## src/rtl/core/mos6502_alu_register_execute_top_defines.svh

```systemverilog
// Assertion macros shared by the 6502 ALU execute block.
`ifndef MOS6502_ALU_REGISTER_EXECUTE_TOP_DEFINES_SVH
`define MOS6502_ALU_REGISTER_EXECUTE_TOP_DEFINES_SVH

// Plain clocked assertion, disabled while reset is high.
`define M6502_ASSERT(label, clk, rst, prop, msg) \
   label: assert property (@(posedge clk) disable iff (rst) (prop)) else $error(msg);

// Implication: when the antecedent holds, the consequent holds in the next cycle.
`define M6502_ASSERT_NEXT(label, clk, rst, ante, cons, msg) \
   label: assert property (@(posedge clk) disable iff (rst) (ante) |=> (cons)) else $error(msg);

`endif

```

## src/rtl/core/m6502alu_pkg.sv

```systemverilog
// Package with operation codes, flag positions and helpers for the 6502 ALU block.
package m6502alu_pkg;

   // Operation codes, mnemonic order
   typedef enum logic [5:0] {
      OP_ADC = 6'd0,  OP_AND = 6'd1,  OP_ASL = 6'd2,  OP_BCC = 6'd3,  OP_BCS = 6'd4,
      OP_BEQ = 6'd5,  OP_BIT = 6'd6,  OP_BMI = 6'd7,  OP_BNE = 6'd8,  OP_BPL = 6'd9,
      OP_BVC = 6'd10, OP_BVS = 6'd11, OP_CLC = 6'd12, OP_CLD = 6'd13, OP_CLI = 6'd14,
      OP_CLV = 6'd15, OP_CMP = 6'd16, OP_CPX = 6'd17, OP_CPY = 6'd18, OP_DEC = 6'd19,
      OP_EOR = 6'd20, OP_INC = 6'd21, OP_LDA = 6'd22, OP_LDX = 6'd23, OP_LDY = 6'd24,
      OP_LSR = 6'd25, OP_NOP = 6'd26, OP_ORA = 6'd27, OP_PHA = 6'd28, OP_PHP = 6'd29,
      OP_PLA = 6'd30, OP_PLP = 6'd31, OP_ROL = 6'd32, OP_ROR = 6'd33, OP_SBC = 6'd34,
      OP_SEC = 6'd35, OP_SED = 6'd36, OP_SEI = 6'd37, OP_STA = 6'd38, OP_STX = 6'd39,
      OP_STY = 6'd40, OP_TAX = 6'd41, OP_TAY = 6'd42, OP_TSX = 6'd43, OP_TXA = 6'd44,
      OP_TXS = 6'd45, OP_TYA = 6'd46
   } func_type;

   // Read-modify-write destinations
   typedef enum logic [1:0] {
      TGT_MEM = 2'd0,
      TGT_A   = 2'd1,
      TGT_X   = 2'd2,
      TGT_Y   = 2'd3
   } target_type;

   // Status bit positions, NV-BDIZC
   localparam int FLAG_C = 0;
   localparam int FLAG_Z = 1;
   localparam int FLAG_I = 2;
   localparam int FLAG_D = 3;
   localparam int FLAG_B = 4;
   localparam int FLAG_1 = 5;
   localparam int FLAG_V = 6;
   localparam int FLAG_N = 7;

   localparam logic [7:0] RESET_S = 8'hFD;
   localparam logic [7:0] RESET_P = 8'h24;
   localparam logic       STACK_PAGE = 1'b1;

   // One result item
   typedef struct packed {
      logic       unknown_op;
      logic       branch_taken;
      logic [7:0] out_p;
      logic [7:0] out_s;
      logic [7:0] out_y;
      logic [7:0] out_x;
      logic [7:0] out_a;
      logic [8:0] stack_addr;
      logic       mem_write;
      logic [7:0] mem_data;
   } rsp_type;

   // Update N and Z from a result byte
   function automatic logic [7:0] set_nz(input logic [7:0] p, input logic [7:0] v);
      logic [7:0] q;
      q = p;
      q[FLAG_N] = v[7];
      q[FLAG_Z] = (v == 8'h00);
      return q;
   endfunction

endpackage

```

## src/rtl/core/mos6502_alu_register_execute_top.sv

```systemverilog
// Top level of the 6502 ALU and register execute block.
//
// Usage: each request on the req_ channel carries one 6502 operation (func),
// a read-modify-write destination (target) and an already fetched operand
// byte. The block applies the operation to its A, X, Y, S and P registers and
// returns one response on the rsp_ channel with the memory write request, the
// page one stack address and the register file after the operation.
// Path: a request waits in the input register and is then executed into the
// result register, which holds its response until the response is taken.
// Throughput: one request per cycle while the receiver takes responses; each
// operation is combinational 8-bit logic (add, logic, shift or transfer) and
// a flag update between the input register and the result register.
// Reset (synchronous, active high) sets A=X=Y=0, S=0xFD, P=0x24 and empties
// both pipeline registers. When the receiver stalls, the result register
// holds its response; the input register can still take one more request,
// after which req_tready drops until the response is taken. Register state
// advances only when an operation moves into the result register, so a
// stall never loses or repeats an operation.
`include "mos6502_alu_register_execute_top_defines.svh"

module mos6502_alu_register_execute_top
   import m6502alu_pkg::*;
(
   input  logic        clock,
   input  logic        reset,
   input  logic        req_tvalid,
   output logic        req_tready,
   input  logic [15:0] req_tdata,   // [5:0] func, [7:6] target, [15:8] operand
   output logic        rsp_tvalid,
   input  logic        rsp_tready,
   output logic [63:0] rsp_tdata    // [7:0] mem_data, [8] mem_write, [17:9] stack_addr,
                                    // [25:18] out_a, [33:26] out_x, [41:34] out_y,
                                    // [49:42] out_s, [57:50] out_p, [58] branch_taken,
                                    // [59] unknown_op, [63:60] zero
);

   // Input register
   logic       in_valid_ff;
   logic [5:0] in_func_ff;
   logic [1:0] in_target_ff;
   logic [7:0] in_operand_ff;

   // Architectural registers
   logic [7:0] reg_a_ff, reg_x_ff, reg_y_ff, reg_s_ff, reg_p_ff;
   logic [7:0] reg_a_in, reg_x_in, reg_y_in, reg_s_in, reg_p_in;

   // Result register
   logic    rsp_valid_ff;
   rsp_type rsp_ff;
   rsp_type rsp_in;

   logic       exec_fire;
   logic       req_fire;
   func_type   func;
   target_type target;
   logic [7:0] cur;
   logic [7:0] addend;
   logic [8:0] sum;
   logic [7:0] rmw_res;
   logic       rmw_carry;
   logic       is_rmw;
   logic       is_branch;
   logic       wr;
   logic [7:0] wdata;
   logic       stk;
   logic [8:0] saddr;
   logic       taken;
   logic       unk;

   // Execute when an operation is waiting and the result register is empty or being taken
   assign exec_fire  = in_valid_ff && (!rsp_valid_ff || rsp_tready);
   assign req_tready = !in_valid_ff || exec_fire;
   assign req_fire   = req_tvalid && req_tready;

   always_ff @(posedge clock) begin
      if (reset) begin
         in_valid_ff <= 1'b0;
      end else if (req_tready) begin
         in_valid_ff <= req_tvalid;
      end
   end

   always_ff @(posedge clock) begin
      if (req_fire) begin
         in_func_ff    <= req_tdata[5:0];
         in_target_ff  <= req_tdata[7:6];
         in_operand_ff <= req_tdata[15:8];
      end
   end

   assign func   = func_type'(in_func_ff);
   assign target = target_type'(in_target_ff);

   // Operand of shift, rotate, INC and DEC
   always_comb begin
      case (target)
         TGT_A:   cur = reg_a_ff;
         TGT_X:   cur = reg_x_ff;
         TGT_Y:   cur = reg_y_ff;
         default: cur = in_operand_ff;
      endcase
   end

   // Binary adder shared by ADC and SBC
   assign addend = (func == OP_SBC) ? ~in_operand_ff : in_operand_ff;
   assign sum    = {1'b0, reg_a_ff} + {1'b0, addend} + {8'h00, reg_p_ff[FLAG_C]};

   // Operation decode and register update
   always_comb begin
      reg_a_in  = reg_a_ff;
      reg_x_in  = reg_x_ff;
      reg_y_in  = reg_y_ff;
      reg_s_in  = reg_s_ff;
      reg_p_in  = reg_p_ff;
      rmw_res   = 8'h00;
      rmw_carry = 1'b0;
      is_rmw    = 1'b0;
      is_branch = 1'b0;
      wr        = 1'b0;
      wdata     = 8'h00;
      stk       = 1'b0;
      saddr     = {STACK_PAGE, reg_s_ff};
      taken     = 1'b0;
      unk       = 1'b0;
      case (func)
         OP_ADC, OP_SBC: begin
            reg_a_in = sum[7:0];
            reg_p_in = set_nz(reg_p_ff, sum[7:0]);
            reg_p_in[FLAG_C] = sum[8];
            reg_p_in[FLAG_V] = ~(reg_a_ff[7] ^ addend[7]) & (reg_a_ff[7] ^ sum[7]);
         end
         OP_AND: begin
            reg_a_in = reg_a_ff & in_operand_ff;
            reg_p_in = set_nz(reg_p_ff, reg_a_in);
         end
         OP_EOR: begin
            reg_a_in = reg_a_ff ^ in_operand_ff;
            reg_p_in = set_nz(reg_p_ff, reg_a_in);
         end
         OP_ORA: begin
            reg_a_in = reg_a_ff | in_operand_ff;
            reg_p_in = set_nz(reg_p_ff, reg_a_in);
         end
         OP_ASL: begin
            is_rmw = 1'b1; rmw_carry = cur[7]; rmw_res = {cur[6:0], 1'b0};
         end
         OP_LSR: begin
            is_rmw = 1'b1; rmw_carry = cur[0]; rmw_res = {1'b0, cur[7:1]};
         end
         OP_ROL: begin
            is_rmw = 1'b1; rmw_carry = cur[7]; rmw_res = {cur[6:0], reg_p_ff[FLAG_C]};
         end
         OP_ROR: begin
            is_rmw = 1'b1; rmw_carry = cur[0]; rmw_res = {reg_p_ff[FLAG_C], cur[7:1]};
         end
         OP_INC: begin
            is_rmw = 1'b1; rmw_carry = reg_p_ff[FLAG_C]; rmw_res = cur + 8'h01;
         end
         OP_DEC: begin
            is_rmw = 1'b1; rmw_carry = reg_p_ff[FLAG_C]; rmw_res = cur - 8'h01;
         end
         OP_BCC: begin is_branch = 1'b1; taken = !reg_p_ff[FLAG_C]; end
         OP_BCS: begin is_branch = 1'b1; taken =  reg_p_ff[FLAG_C]; end
         OP_BEQ: begin is_branch = 1'b1; taken =  reg_p_ff[FLAG_Z]; end
         OP_BNE: begin is_branch = 1'b1; taken = !reg_p_ff[FLAG_Z]; end
         OP_BMI: begin is_branch = 1'b1; taken =  reg_p_ff[FLAG_N]; end
         OP_BPL: begin is_branch = 1'b1; taken = !reg_p_ff[FLAG_N]; end
         OP_BVC: begin is_branch = 1'b1; taken = !reg_p_ff[FLAG_V]; end
         OP_BVS: begin is_branch = 1'b1; taken =  reg_p_ff[FLAG_V]; end
         OP_BIT: begin
            reg_p_in[FLAG_N] = in_operand_ff[7];
            reg_p_in[FLAG_V] = in_operand_ff[6];
            reg_p_in[FLAG_Z] = ((in_operand_ff & reg_a_ff) == 8'h00);
         end
         OP_CLC: reg_p_in[FLAG_C] = 1'b0;
         OP_CLD: reg_p_in[FLAG_D] = 1'b0;
         OP_CLI: reg_p_in[FLAG_I] = 1'b0;
         OP_CLV: reg_p_in[FLAG_V] = 1'b0;
         OP_SEC: reg_p_in[FLAG_C] = 1'b1;
         OP_SED: reg_p_in[FLAG_D] = 1'b1;
         OP_SEI: reg_p_in[FLAG_I] = 1'b1;
         OP_CMP, OP_CPX, OP_CPY: begin
            // compare register against operand: C is "no borrow"
            case (func)
               OP_CPX:  wdata = reg_x_ff;
               OP_CPY:  wdata = reg_y_ff;
               default: wdata = reg_a_ff;
            endcase
            reg_p_in = set_nz(reg_p_ff, wdata - in_operand_ff);
            reg_p_in[FLAG_C] = (wdata >= in_operand_ff);
            wdata = 8'h00;
         end
         OP_LDA: begin reg_a_in = in_operand_ff; reg_p_in = set_nz(reg_p_ff, in_operand_ff); end
         OP_LDX: begin reg_x_in = in_operand_ff; reg_p_in = set_nz(reg_p_ff, in_operand_ff); end
         OP_LDY: begin reg_y_in = in_operand_ff; reg_p_in = set_nz(reg_p_ff, in_operand_ff); end
         OP_NOP: ;
         OP_PHA, OP_PHP: begin
            // push at S, then decrement
            stk      = 1'b1;
            wr       = 1'b1;
            saddr    = {STACK_PAGE, reg_s_ff};
            wdata    = (func == OP_PHA) ? reg_a_ff : (reg_p_ff | 8'h30);
            reg_s_in = reg_s_ff - 8'h01;
         end
         OP_PLA: begin
            stk      = 1'b1;
            reg_s_in = reg_s_ff + 8'h01;
            saddr    = {STACK_PAGE, reg_s_in};
            reg_a_in = in_operand_ff;
            reg_p_in = set_nz(reg_p_ff, in_operand_ff);
         end
         OP_PLP: begin
            stk      = 1'b1;
            reg_s_in = reg_s_ff + 8'h01;
            saddr    = {STACK_PAGE, reg_s_in};
            reg_p_in = in_operand_ff;
            reg_p_in[FLAG_B] = 1'b0;
            reg_p_in[FLAG_1] = 1'b1;
         end
         OP_STA: begin wr = 1'b1; wdata = reg_a_ff; end
         OP_STX: begin wr = 1'b1; wdata = reg_x_ff; end
         OP_STY: begin wr = 1'b1; wdata = reg_y_ff; end
         OP_TAX: begin reg_x_in = reg_a_ff; reg_p_in = set_nz(reg_p_ff, reg_a_ff); end
         OP_TAY: begin reg_y_in = reg_a_ff; reg_p_in = set_nz(reg_p_ff, reg_a_ff); end
         OP_TSX: begin reg_x_in = reg_s_ff; reg_p_in = set_nz(reg_p_ff, reg_s_ff); end
         OP_TXA: begin reg_a_in = reg_x_ff; reg_p_in = set_nz(reg_p_ff, reg_x_ff); end
         OP_TXS: reg_s_in = reg_x_ff;
         OP_TYA: begin reg_a_in = reg_y_ff; reg_p_in = set_nz(reg_p_ff, reg_y_ff); end
         default: unk = 1'b1;
      endcase

      // Route the read-modify-write result
      if (is_rmw) begin
         reg_p_in = set_nz(reg_p_ff, rmw_res);
         reg_p_in[FLAG_C] = rmw_carry;
         case (target)
            TGT_A:   reg_a_in = rmw_res;
            TGT_X:   reg_x_in = rmw_res;
            TGT_Y:   reg_y_in = rmw_res;
            default: begin wr = 1'b1; wdata = rmw_res; end
         endcase
      end

      // Stack address: S after the step unless a push or pull used it
      if (!stk) begin
         saddr = {STACK_PAGE, reg_s_in};
      end
   end

   always_comb begin
      rsp_in.mem_data     = wr ? wdata : 8'h00;
      rsp_in.mem_write    = wr;
      rsp_in.stack_addr   = saddr;
      rsp_in.out_a        = reg_a_in;
      rsp_in.out_x        = reg_x_in;
      rsp_in.out_y        = reg_y_in;
      rsp_in.out_s        = reg_s_in;
      rsp_in.out_p        = reg_p_in;
      rsp_in.branch_taken = taken;
      rsp_in.unknown_op   = unk;
   end

   // Advance architectural state only when the operation moves into the result register
   always_ff @(posedge clock) begin
      if (reset) begin
         reg_a_ff <= 8'h00;
         reg_x_ff <= 8'h00;
         reg_y_ff <= 8'h00;
         reg_s_ff <= RESET_S;
         reg_p_ff <= RESET_P;
      end else if (exec_fire) begin
         reg_a_ff <= reg_a_in;
         reg_x_ff <= reg_x_in;
         reg_y_ff <= reg_y_in;
         reg_s_ff <= reg_s_in;
         reg_p_ff <= reg_p_in;
      end
   end

   // Result register: hold while the receiver stalls, drop once taken
   always_ff @(posedge clock) begin
      if (reset) begin
         rsp_valid_ff <= 1'b0;
      end else if (exec_fire) begin
         rsp_valid_ff <= 1'b1;
      end else if (rsp_tready) begin
         rsp_valid_ff <= 1'b0;
      end
   end

   always_ff @(posedge clock) begin
      if (exec_fire) begin
         rsp_ff <= rsp_in;
      end
   end

   assign rsp_tvalid = rsp_valid_ff;
   assign rsp_tdata  = {4'h0, rsp_ff};

   // Assertions
   `M6502_ASSERT(a_p_bit5_set, clock, reset, reg_p_ff[FLAG_1] && !reg_p_ff[FLAG_B],
      "status register bit 5 must be set and B clear")
   `M6502_ASSERT(a_rsp_matches_state, clock, reset,
      !rsp_valid_ff || (rsp_ff.out_a == reg_a_ff && rsp_ff.out_s == reg_s_ff
                        && rsp_ff.out_p == reg_p_ff),
      "pending response must match register state")
   `M6502_ASSERT_NEXT(a_unknown_no_change, clock, reset, exec_fire && unk,
      $stable(reg_a_ff) && $stable(reg_x_ff) && $stable(reg_y_ff)
      && $stable(reg_s_ff) && $stable(reg_p_ff),
      "unknown operation must not change state")
   `M6502_ASSERT(a_taken_only_branch, clock, reset, !exec_fire || !taken || is_branch,
      "branch taken reported for non-branch operation")
   `M6502_ASSERT(a_no_write_zero_data, clock, reset,
      !rsp_valid_ff || rsp_ff.mem_write || rsp_ff.mem_data == 8'h00,
      "write data must be zero without a write")

endmodule

```

## config.mk

```make
export PLATFORM = sky130hd
export DESIGN_NAME = mos6502_alu_register_execute_top
export DESIGN_NICKNAME = d
export VERILOG_FILES = /design/src/rtl/core/m6502alu_pkg.sv /design/src/rtl/core/mos6502_alu_register_execute_top.sv
export VERILOG_INCLUDE_DIRS = /design/src /design/src/rtl/core
export SDC_FILE = /design/constraint.sdc
export NUM_CORES = 1
export LEC_CHECK = 0
export ABC_AREA = 0
export BUFFER_PORTS_ARGS = -buffer_cell sky130_fd_sc_hd__buf_4
export CORE_MARGIN = 5
export CORE_UTILIZATION = 33
export DETAILED_ROUTE_END_ITERATION = 12
export PLACE_DENSITY_LB_ADDON = 0.12
export RECOVER_POWER = 25
export SYNTH_ARGS = -nofsm -noshare
export SYNTH_HDL_FRONTEND = slang
export SYNTH_SLANG_ARGS = --single-unit
```

## constraint.sdc

```tcl
create_clock -name clock -period 4.6 [get_ports clock]
set_clock_uncertainty 0.2 [all_clocks]
set_input_delay 0.23 -clock clock [delete_from_list [all_inputs] [get_ports clock]]
set_output_delay 0.23 -clock clock [all_outputs]
set_load 0.02 [all_outputs]
```

### After elaboration in Yosys (flattened, before gate mapping)

Index checks and enable logic that the tools add are counted.

| operators by class | value |
|---|---|
| bitwise logic cells | 8 |
| order comparisons | 1 |
| add/subtract/negate cells | 7 |
| reductions and logical operators | 41 |
| equal/unequal tests | 49 |
| multiplexer cells | 39 |

Operator list:

| operator | count |
|---|---|
| two-way mux 8 bit | 14 |
| equality test 6 x 5 -> 1 bit, second input constant | 16 |
| equality test 6 bit, second input constant | 15 |
| logical NOT 8 bit | 11 |
| case mux 8 bit (3 select lines) | 3 |
| case mux 8 bit (7 select lines) | 1 |
| equality test 6 x 4 -> 1 bit, second input constant | 8 |
| case mux 8 bit (6 select lines) | 1 |
| OR reduction 47 bit | 1 |
| case mux 8 bit (2 select lines) | 2 |
| case mux 8 bit (4 select lines) | 1 |
| equality test 6 x 3 -> 1 bit, second input constant | 4 |
| OR reduction 2 bit | 10 |
| adder 8 x 1 -> 8 bit, second input constant | 2 |
| subtractor 8 x 1 -> 8 bit, second input constant | 2 |
| equality test 6 x 2 -> 1 bit, second input constant | 2 |
| case mux 1 bit (3 select lines) | 4 |
| OR reduction 6 bit | 2 |
| case mux 1 bit (11 select lines) | 1 |
| case mux 1 bit (10 select lines) | 1 |
| adder 8 x 8 -> 9 bit | 1 |
| adder 9 x 1 -> 9 bit | 1 |
| AND 8 bit | 1 |
| >= comparator 8 bit | 1 |
| other kinds (22) | 40 |

| storage, ports and cells | value |
|---|---|
| bits in registers | 118 |
| input bits | 20 |
| output and inout bits | 66 |
| logic and storage cells | 166 |

### Logic depth before layout (Yosys ltp)

| logic depth | value |
|---|---|
| word-level depth | 8 |
| mapped depth | 15 |
| gate-level depth less buffers | 13 |

### Worst setup path after synthesis

Ideal clock, no wire load.

| path | value |
|---|---|
| kind | register to register |
| start point | register in_func_ff[5] (netlist: func[5]) |
| end point | register rsp_ff, in the netlist rsp_tdata[57], data pin |
| stages on the path, launching flop included | 16 |
| required time | 4.132 ns |
| setup time | 0.268 ns |
| setup slack | 0.607 ns |
| period minus slack after synthesis | 3.993 ns |
| data arrival time | 3.525 ns |
| buffers on the path | 2 |
| cells stage by stage | edfxtp_1 buf_6 or4b_1 buf_2 nor2_1 nor2_1 nand2_1 nand2_1 ha_1 nor2b_1 o31ai_1 a311oi_1 xor2_1 and2_1 o41ai_1 nand2_1 |

| between the ends | value |
|---|---|
| cells in the longest elaborated chain, start to end | 6 |
| elaborated cells on any way between the ends | 40 |
| classes of those cells | 3 x add/sub; 24 x eq/ne; 7 x mux; 6 x reduce/logical |

RTL lines:

| item | RTL line | text |
|---|---|---|
| start: declaration | mos6502_alu_register_execute_top.sv:39 | `logic [5:0] in_func_ff;` |
| start signal: assignment | mos6502_alu_register_execute_top.sv:85 | `in_func_ff <= req_tdata[5:0];` |
| equality test 6 bit or equality test 6 x 5 -> 1 bit (tied branches) | mos6502_alu_register_execute_top.sv:105, mos6502_alu_register_execute_top.sv:125, mos6502_alu_register_execute_top.sv:184 |  |
| two-way mux 8 bit or case mux 8 bit (2 select lines) (tied branches) | mos6502_alu_register_execute_top.sv:105, mos6502_alu_register_execute_top.sv:184 |  |
| adder 8 x 8 -> 9 bit or two-way mux 8 bit (tied branches) | mos6502_alu_register_execute_top.sv:106, mos6502_alu_register_execute_top.sv:125 |  |
| adder 9 x 1 -> 9 bit or subtractor 8 bit (tied branches) | mos6502_alu_register_execute_top.sv:106, mos6502_alu_register_execute_top.sv:189 |  |
| case mux 1 bit (10 select lines) | mos6502_alu_register_execute_top.sv:125 | `case (func)` |
| two-way mux 8 bit * | mos6502_alu_register_execute_top.sv:233 | `if (is_rmw) begin` |
| named net reg_p_in[7] | mos6502_alu_register_execute_top.sv:45 | `logic [7:0] reg_a_in, reg_x_in, reg_y_in, reg_s_in, reg_p_in;` |
| end signal: assignment | mos6502_alu_register_execute_top.sv:293 | `rsp_ff <= rsp_in;` |
| end: declaration | mos6502_alu_register_execute_top.sv:49 | `rsp_type rsp_ff;` |

The timed path passes the listed nets; every way through them passes the cells marked *. The select of a mux whose other input is x is not followed.
A chain may end at the register's enable or synchronous reset.

### Worst setup path after layout

| path | value |
|---|---|
| start point | register in_func_ff[3] (netlist: func[3]) |
| end point | register reg_p_ff[1] |

| between the ends | value |
|---|---|
| cells in the longest elaborated chain, start to end | 7 |
| elaborated cells on any way between the ends | 44 |
| classes of those cells | 3 x add/sub; 24 x eq/ne; 7 x mux; 10 x reduce/logical |

RTL lines:

| item | RTL line | text |
|---|---|---|
| equality test 6 bit or equality test 6 x 5 -> 1 bit (tied branches) | mos6502_alu_register_execute_top.sv:105, mos6502_alu_register_execute_top.sv:125, mos6502_alu_register_execute_top.sv:184 |  |
| two-way mux 8 bit or case mux 8 bit (2 select lines) (tied branches) | mos6502_alu_register_execute_top.sv:105, mos6502_alu_register_execute_top.sv:184 |  |
| adder 8 x 8 -> 9 bit or two-way mux 8 bit (tied branches) | mos6502_alu_register_execute_top.sv:106, mos6502_alu_register_execute_top.sv:125 |  |
| adder 9 x 1 -> 9 bit or subtractor 8 bit (tied branches) | mos6502_alu_register_execute_top.sv:106, mos6502_alu_register_execute_top.sv:189 |  |
| logical NOT 8 bit | m6502alu_pkg.sv:59 | `q[FLAG_Z] = (v == 8'h00);` |
| case mux 1 bit (11 select lines) | mos6502_alu_register_execute_top.sv:125 |  |
| two-way mux 8 bit * | mos6502_alu_register_execute_top.sv:233 |  |
| end signal: assignment | mos6502_alu_register_execute_top.sv:276 | `reg_p_ff <= reg_p_in;` |
| end: declaration | mos6502_alu_register_execute_top.sv:44 | `logic [7:0] reg_a_ff, reg_x_ff, reg_y_ff, reg_s_ff, reg_p_ff;` |

Every way passes the cells marked *; elsewhere a longest branch is shown, timed or not. The select of a mux whose other input is x is not followed.

==> impl_metrics.toml <==
[floorplan]
initial_utilization_pct = 33.5
placementRows = 59
dieWidth_um = 173
core_region_area_um2 = 26100
die_area_um2 = 29800
num_io_pins = 86
die_y_um = 173

[global_routing]
grt_usage_pct = 23.5
grt_pass1_vias = 8405
antenna_found_initial = 0
grt_pass1_wl_um = 54600
grt_max_degree = 76
grt-ovfl-total = 0

[synthesis]
ys_types = 81
synth-async-reset-ratio_pct = 0
yosysSeqAreaShare_pct = 35.5
synth_top_area_share_pct = 25.8
yosysMostFrequentCell = "nand2_1"
synth.area.top_cells = "edfxtp_1 (26%), dfxtp_1 (9.6%), ha_1 (5.9%)"
synth_commonest_cells = "nand2_1 (110), edfxtp_1 (75), nor2_1 (65)"
yosys_warnings = 0
synth_area_per_cell_um2 = 8.83
synthCells = 987
synth_area_um2 = 8720
synth_top_area_cell = "edfxtp_1"
ys_ff_latch = 117
yosys_most_used_dff = "edfxtp_1"
synth_edf_count = 75

[cells_and_area]
synthToLayoutAreaGrowth_pct = 19.8
fin_area_um2 = 10400
layout-drive-gt1-share_pct = 14.2
fill_cells = 2621
n_antenna_cell = 0
final_net_count = 1152

[place]
port-buffer-count = 80
post-dp-hpwl_um = 26500
place_congestion = 1.06
placedInstanceArea_um2 = 9850

[clock_network]
cts_made_buffers = 17
path_clk_slew_ns = 0.07
root_buffer = "clkbuf_16"
clk_latency_ns = 0.43
cts_buffer_depth = 2
cts.sinks = 117
ctsResizeCount = 0
h-tree-depth = 4
cts_tree = "built"

[worst_setup_path]
startpoint_type = "register"
reg2reg_depth = 13
crit_type = "register to register"
crit_path_end_kind = "register"
critPathRequiredTime_ns = 4.73
r2r_start = "func[3]"
r2r_end = "reg_p_ff[1]"
cp.arrival_ns = 4.24
ff2ff_setup_slack_ns = 0.49
worstPathMaxFanout = 8

[route]
vias = 8735
vias_per_cell = 6.08
route.detailed.drc = 0
wirelength_um = 36300
drtAntennaViolNets = 0
routedWlPerCell_um = 25.3
first_pass_iters = 5
drtIter0Drc = 1103

[timing]
final-hold-violation-count = 0
period_minus_slack_ns = 4.11
maxSlewHeadroom_pct = 26.5
tns_ns = 0
finalCritPeriodShare_pct = 89.4
maxSlewViolCount = 0
setup-violations-final = 0
worst_pin_slew_ns = 1.09
rsz0062_at_grt = "no"
fmax_ghz = 0.243

[hold_path]
hold_depth = 2
hp-class = "primary input to register"
hp-start = "reset"
hold_end = "in_valid_ff"

[flow_run]
cap_violations = 0

[run_status]
status = "complete, no violations"

[power]
leakage_uw = 0.00400
peakVddDrop_mv = 0.175
power.density_nw_per_um2 = 291
==> cell families (layout without fill, tap and decap cells) <==
logic type      after synthesis  in the layout  synth area share, %
compound gates              301            301                 25.0
mux                          26             26                 4.16
other cells                   2              5               0.0861
flops                       117            117                 35.5
buf+inv                     117            228                 5.71
fa+ha+maj                    44             44                 6.57
simple gates                358            358                 20.8
xor+xnor                     22             22                 2.21
==> worst max-delay path by stage <==
stage | startpoint | to | cells past startpoint
floorplan | func[5] | rsp_tdata[57] | 15
global placement | func[3] | rsp_tdata[57] | 13
detailed placement | func[5] | rsp_tdata[57] | 13
CTS | func[3] | reg_p_ff[1] | 13
global route | func[1] | reg_p_ff[1] | 13
finish | func[3] | reg_p_ff[1] | 13
==> per-stage QoR <==
step                      power, uW  setup WS (ns)  hold slack (ns)  instances  util, %
after floorplan                1540          0.607            0.129        990        -
after global placement         1730          0.612            0.208       1385     37.8
after detailed placement       1730          0.584            0.210       1385     37.8
after CTS                      3070          0.565           0.0485       1436     40.8
after global routing           3150          0.257           0.0822       1436     40.1
final                          3050          0.489           0.0769       1436     40.1
==> critical path, cell delays in order (launching register included) <==
cell and delay (ns):
edfxtp_1 0.40, or4b_1 0.64, nor2_1 0.20, nor2_1 0.14, nand2_1 0.09, nand2_1 0.06, ha_1 0.31, nor2b_1 0.18
o31ai_1 0.36, a311oi_1 0.21, xor2_1 0.19, a2111oi_0 0.54, o31ai_1 0.18, a311oi_1 0.31
==> power breakdown <==
group          switching (uW)  internal (uW)  leakage [uW]
clock                     607            722      0.000279
sequential               54.9           1170       0.00105
combinational             320            174       0.00268
total                     982           2060       0.00400
==> sequential cells by signal, indices dropped and copies added, names as in the netlist, 6 cells and up <==
name and cells:
rsp_tdata 59, in_operand_ff 8, reg_a_ff 8, reg_p_ff 8, reg_s_ff 8, reg_x_ff 8
reg_y_ff 8, func 6
==> layout make-up <==
| cell class | instances | area (um2) | area share, % |
|---|---|---|---|
| Clock inverter | 15 | 154 | 1.47 |
| Clock buffer | 17 | 425 | 4.07 |
| Inverter | 35 | 134 | 1.28 |
| Tap cell | 335 | 419 | 4.01 |
| Multi-Input combinational cell | 756 | 5140 | 49.2 |
| Timing Repair Buffer | 161 | 1080 | 10.4 |
| Sequential cell | 117 | 3090 | 29.6 |
==> cell usage in the layout (no fill, tap or decap), drive strengths merged, types with 6 or more instances in the layout <==
cell type    instances
nor2b               11
a31oi               15
nor2                65
nand3               35
nand4                8
o21ai               37
dlygate4sd3         19
a22o                24
and3                17
nand2b              13
xor2                 7
clkbuf              80
a221o                7
nor3                29
a21oi               60
a21o                11
and2                16
a22oi               26
buf                 79
nor4                17
o22ai                6
edfxtp              75
o31ai               10
a211o               10
o211ai              11
mux4                 8
or3                  7
inv                 44
o21a                13
ha                  41
mux2i               16
dfxtp               42
a211oi               6
nand2              110
a221oi              21
xnor2               15
==> timing repair <==
action	CTS	global route
endpoints found under the hold margin	18	0
setup buffers	0	0
hold buffers	19	0
==> metal layers <==
metal	vias up	GRT usage (%)	part of all wire, %
li1	3959	-	-
met1	4211	31.8	44
met2	456	36.7	44
met3	109	5.57	8.7
met4	0	8.85	3.6
met5	-	0	0
Note: power is estimated with default switching activity, not from simulation.
